--- config.mk ---
export PLATFORM = sky130hd
export DESIGN_NAME = bbpe_basis
export DESIGN_NICKNAME = d
export VERILOG_FILES = /design/src/sv/bicubic_bezier_patch_eval_assert.svh /design/src/sv/bbpe_pkg.sv /design/src/sv/bbpe_basis.sv
export SDC_FILE = /design/constraint.sdc
export NUM_CORES = 1
export LEC_CHECK = 0
export BUFFER_PORTS_ARGS = -buffer_cell sky130_fd_sc_hd__buf_4
export CORE_UTILIZATION = 43
export CTS_CLUSTER_SIZE = 12
export DETAILED_ROUTE_END_ITERATION = 10
export PLACE_DENSITY = 0.71
export SYNTH_ARGS = -nofsm -noshare
export SYNTH_HDL_FRONTEND = slang
export SYNTH_SLANG_ARGS = --single-unit
--- constraint.sdc ---
create_clock -name clk -period 12.4 [get_ports clk]
set_clock_uncertainty 0.15 [all_clocks]
set_input_delay 0.62 -clock clk [delete_from_list [all_inputs] [get_ports clk]]
set_output_delay 0.62 -clock clk [all_outputs]
set_load 0.1 [all_outputs]
--- src/sv/bicubic_bezier_patch_eval_assert.svh ---
// Assertion macros for the bicubic Bezier patch evaluator.
`ifndef BICUBIC_BEZIER_PATCH_EVAL_ASSERT_SVH
`define BICUBIC_BEZIER_PATCH_EVAL_ASSERT_SVH

// Same-cycle implication, sampled on clk, off during reset.
`define BBPE_ASSERT_SAME(lbl, ante, cons, msg) \
	lbl: assert property (@(posedge clk) disable iff (!arst_n) (ante) |-> (cons)) \
		else $error(msg);

// Next-cycle implication, sampled on clk, off during reset.
`define BBPE_ASSERT_NEXT(lbl, ante, cons, msg) \
	lbl: assert property (@(posedge clk) disable iff (!arst_n) (ante) |=> (cons)) \
		else $error(msg);

`endif

--- src/sv/bbpe_pkg.sv ---
// Shared types and constants of the bicubic Bezier patch evaluator.
`timescale 1ns / 1ps
package bbpe_pkg;

	// Control point grid
	localparam int NUM_POINTS = 16;
	localparam int IDX_W      = 4;
	localparam logic [IDX_W-1:0] FIRST_IDX = 4'd0;
	localparam logic [IDX_W-1:0] LAST_IDX  = 4'd15;

	// Coordinates per point (x, y, z)
	localparam int NUM_LANES = 3;

	// Item operation codes
	localparam logic OP_WRITE = 1'b0;
	localparam logic OP_EVAL  = 1'b1;

	// Control from the sequencer to the point memory / accumulator
	typedef struct packed {
		logic             start;
		logic             wr_en;
		logic [IDX_W-1:0] wr_idx;
	} mac_ctl_t;

endpackage

--- src/sv/bbpe_basis.sv ---
// Cubic Bernstein weight unit: six steps on one shared multiplier.
`timescale 1ns / 1ps
module bbpe_basis #(
	parameter int F = 16
) (
	input  logic       clk,
	input  logic       arst_n,
	input  logic       start,
	input  logic [F:0] param,
	output logic       done,
	output logic [F:0] weight [4]
);
	import bbpe_pkg::*;

	localparam int PRODW = 2 * F + 2;
	localparam int TRIPW = 2 * F + 4;
	localparam logic [F:0] ONE = {1'b1, {F{1'b0}}};
	localparam logic [TRIPW-1:0] HALF = TRIPW'(1) << (F - 1);

	// Step codes
	localparam logic [2:0] STEP_TT = 3'd0;
	localparam logic [2:0] STEP_SS = 3'd1;
	localparam logic [2:0] STEP_B0 = 3'd2;
	localparam logic [2:0] STEP_B1 = 3'd3;
	localparam logic [2:0] STEP_B2 = 3'd4;
	localparam logic [2:0] STEP_B3 = 3'd5;

	logic [2:0]       step_q;
	logic             busy_q;
	logic             done_q;
	logic [F:0]       t_q, s_q, t2_q, s2_q;
	logic [F:0]       w_q [4];
	logic [F:0]       t_clamp;
	logic [F:0]       op_a, op_b;
	logic             triple;
	logic [PRODW-1:0] prod;
	logic [TRIPW-1:0] ext;
	logic [TRIPW-1:0] rsum;
	logic [F:0]       rnd;

	// Parameters above one count as one
	assign t_clamp = (param[F] && (|param[F-1:0])) ? ONE : param;

	// Operand select per step
	always_comb begin
		op_a   = t_q;
		op_b   = t_q;
		triple = 1'b0;
		unique case (step_q)
			STEP_TT: begin
				op_a = t_q;
				op_b = t_q;
			end
			STEP_SS: begin
				op_a = s_q;
				op_b = s_q;
			end
			STEP_B0: begin
				op_a = s2_q;
				op_b = s_q;
			end
			STEP_B1: begin
				op_a   = t_q;
				op_b   = s2_q;
				triple = 1'b1;
			end
			STEP_B2: begin
				op_a   = t2_q;
				op_b   = s_q;
				triple = 1'b1;
			end
			STEP_B3: begin
				op_a = t2_q;
				op_b = t_q;
			end
			default: begin
				op_a = t_q;
				op_b = t_q;
			end
		endcase
	end

	// Multiply, optional times three, round to nearest
	assign prod = PRODW'(op_a) * PRODW'(op_b);
	assign ext  = triple ? (TRIPW'(prod) + (TRIPW'(prod) << 1)) : TRIPW'(prod);
	assign rsum = ext + HALF;
	assign rnd  = rsum[F +: F + 1];

	// Step sequencer
	always_ff @(posedge clk or negedge arst_n) begin
		if (!arst_n) begin
			step_q <= STEP_TT;
			busy_q <= 1'b0;
			done_q <= 1'b0;
		end else begin
			done_q <= 1'b0;
			if (start) begin
				step_q <= STEP_TT;
				busy_q <= 1'b1;
			end else if (busy_q) begin
				if (step_q == STEP_B3) begin
					busy_q <= 1'b0;
					done_q <= 1'b1;
				end
				step_q <= step_q + 3'd1;
			end
		end
	end

	// Intermediate and weight registers
	always_ff @(posedge clk) begin
		if (start) begin
			t_q <= t_clamp;
			s_q <= ONE - t_clamp;
		end else if (busy_q) begin
			case (step_q)
				STEP_TT: t2_q   <= rnd;
				STEP_SS: s2_q   <= rnd;
				STEP_B0: w_q[0] <= rnd;
				STEP_B1: w_q[1] <= rnd;
				STEP_B2: w_q[2] <= rnd;
				STEP_B3: w_q[3] <= rnd;
				default: ;
			endcase
		end
	end

	assign done   = done_q;
	assign weight = w_q;

endmodule

==> flow_summary.json <==
{
  "drv_cap": 0,
  "synth-edff-count": 135,
  "antenna_found_initial": 0,
  "cp_common_cell": "fa_1",
  "post-synth-top-count-cell": "inv_1",
  "wl_met2_um": 22120,
  "syn_to_final_growth_pct": 12.13,
  "wl_per_cell_um": 20.09,
  "antenna_cells": 0,
  "yosys-top-cells-area": "fa_1, edfxtp_1, ha_1",
  "place.gp.congestion": 1.010,
  "grt_overflow_total": 0,
  "die_h_um": 200.9,
  "synth_flop_cell": "edfxtp_1",
  "slowest_stage": "a222oi_1",
  "die_w_um": 200.9,
  "endpoint_kind": "flop",
  "routed.top_layer": "met4",
  "wirelength_um": 48290,
  "wl_met1_um": 19330,
  "core_um2": 38830,
  "hold_violations": 0,
  "yosysSeqAreaShare_pct": 24.56,
  "timing.final.crit_share_pct": 94.71,
  "yosysTopAreaCell": "fa_1",
  "syn_nets": 2159,
  "drt-initial-drc-count": 1232,
  "dieArea_um2": 40360,
  "rsz0062_at_grt": "false",
  "yosysTopAreaCellShare_pct": 26.24,
  "critPathMaxFanout": 17,
  "ant_nets": 0,
  "wl_met3_um": 5066,
  "cts_tree": "done",
  "drc": 0,
  "start_util_pct": 43.82,
  "hold_class": "in -> reg",
  "criticalPathCategory": "reg -> reg",
  "cts-buffers-inserted": 17,
  "ys_top_cells_by_count": "inv_1, nand2_1, fa_1",
  "num-nets-final": 2257,
  "crit_path_max_incr_delay_ns": 0.82,
  "fin_util_pct": 49.13,
  "final_layout_size_suffix_gt1_share_pct": 10.60,
  "min_period_ns": 11.74,
  "vias": 13510,
  "whs_ns": 0.3887,
  "setup-violations-final": 0,
  "grt_pass1_wl_um": 76610,
  "cts_max_path_buffers": 2,
  "yosys.cell_types.count": 78,
  "firstDrtPassIters": 10,
  "syn_area_um2": 17010,
  "synth.avg_cell_area_um2": 9.585,
  "start_kind": "flop",
  "io_pins": 89,
  "row_count": 72,
  "grt_pass1_vias": 14040,
  "ys_seq_elements": 140,
  "fin_ws_ns": 0.6561,
  "grt.total_usage_pct": 24.41,
  "critical_path_arrival_ns": 11.73,
  "syn_inst": 1775,
  "drv_slew": 0,
  "fmax_ghz": 0.08515,
  "cts.root.buffer_cell": "clkbuf_16",
  "fin_tns_setup_ns": 0,
  "dp_slack_ns": 0.5317,
  "viasPerCell": 5.621,
  "htree_levels": 4,
  "dp_hpwl_um": 39040,
  "status": "complete, no violations",
  "required_ns": 12.39,
  "tightest_slew_ns": 1.205,
  "port_buffers": 88,
  "clk_pin_slew_worst_paths_ns": 0.06,
  "yosysWarnings": 0,
  "clock-sinks": 140,
  "postSynth.asyncResetShare_pct": 3.571,
  "grt_max_degree": 39,
  "relSlewSlack_pct": 18.96,
  "worstSkewPairLatency_ns": 0.41
}
==> area by class of cell <==
class,instances,area (µm²)
Fill cell,3499,19750
Multi-Input combinational cell,1267,11470
Sequential cell,140,4179
Inverter,304,1141
Timing Repair Buffer,143,1076
Tap cell,518,648.1
Clock buffer,18,429.2
Clock inverter,14,137.6
==> cell families (layout without fill, tap and decap cells) <==
group	Yosys count	count (layout)	synth area share, %
simple gates	557	557	14.97
xor+xnor	84	84	4.560
flops	140	140	24.56
fa+ha+maj	364	364	36.61
compound gates	253	253	10.60
mux	9	9	0.5442
buf+inv	368	479	8.156
==> metrics by stage <==
step	area (µm²)	cells
final	19080	2404
after floorplan	17010	1775
after global placement	18500	2371
after CTS	19070	2404
after global routing	19080	2404
after detailed placement	18500	2371
==> per-layer routing <==
metal | global-route usage, % | vias up
li1 | - | 5991
met1 | 31.98 | 6664
met2 | 39.04 | 726
met3 | 6.364 | 132
met4 | 8.561 | 0
met5 | 0 | -
==> flip-flops by register name, summed over array words and instances (netlist names) <==
signal  cells
weight     68
s2_q       17
t2_q       17
t_q        17
s_q        16
step_q      3
busy_q      1
done        1
==> worst max-delay path, delay by kind of cell, from the launching register on <==
kind	cells	cell delay, ns
AO/OA/AOI/OAI	12	3.28
multiplexers	1	0.32
buffers and inverters	6	0.50
adder cells (fa/ha/maj)	9	4.16
flip-flops	1	0.41
XOR/XNOR	3	1.00
AND/OR/NAND/NOR	9	1.63
==> layout by cell type, fill, tap and decap left out, types with 32 or more instances in the layout <==
cell type  count
nand2_1      238
a21oi_1       65
o21ai_0       34
inv_1        304
ha_1         141
xnor2_1       48
edfxtp_1     135
fa_1         223
xor2_1        33
and2_1        32
nor2_1       149
buf_4        142
==> final timing paths <==
check                      depth (start not counted)   endpoint  slack, ns       from
max                                               40   t2_q[12]       0.66  step_q[0]
min                                                3    t_q[10]       0.39  param[10]
max reg2reg                                       40   t2_q[12]       0.66  step_q[0]
min reg2reg                                        2  step_q[1]       0.46  step_q[1]
max in group asynchronous                          2     busy_q      11.54     arst_n
min in group asynchronous                          2       done       0.43     arst_n
==> what timing repair did <==
action	in CTS	in global routing
resized for setup	0	6
buffers inserted	0	0
hold endpoints to repair	5	0
hold buffers	1	0
endpoints found under the setup margin	0	48
Power is not shown: default switching activity piles up to over one toggle a cycle in this logic, so the estimate is an artifact.
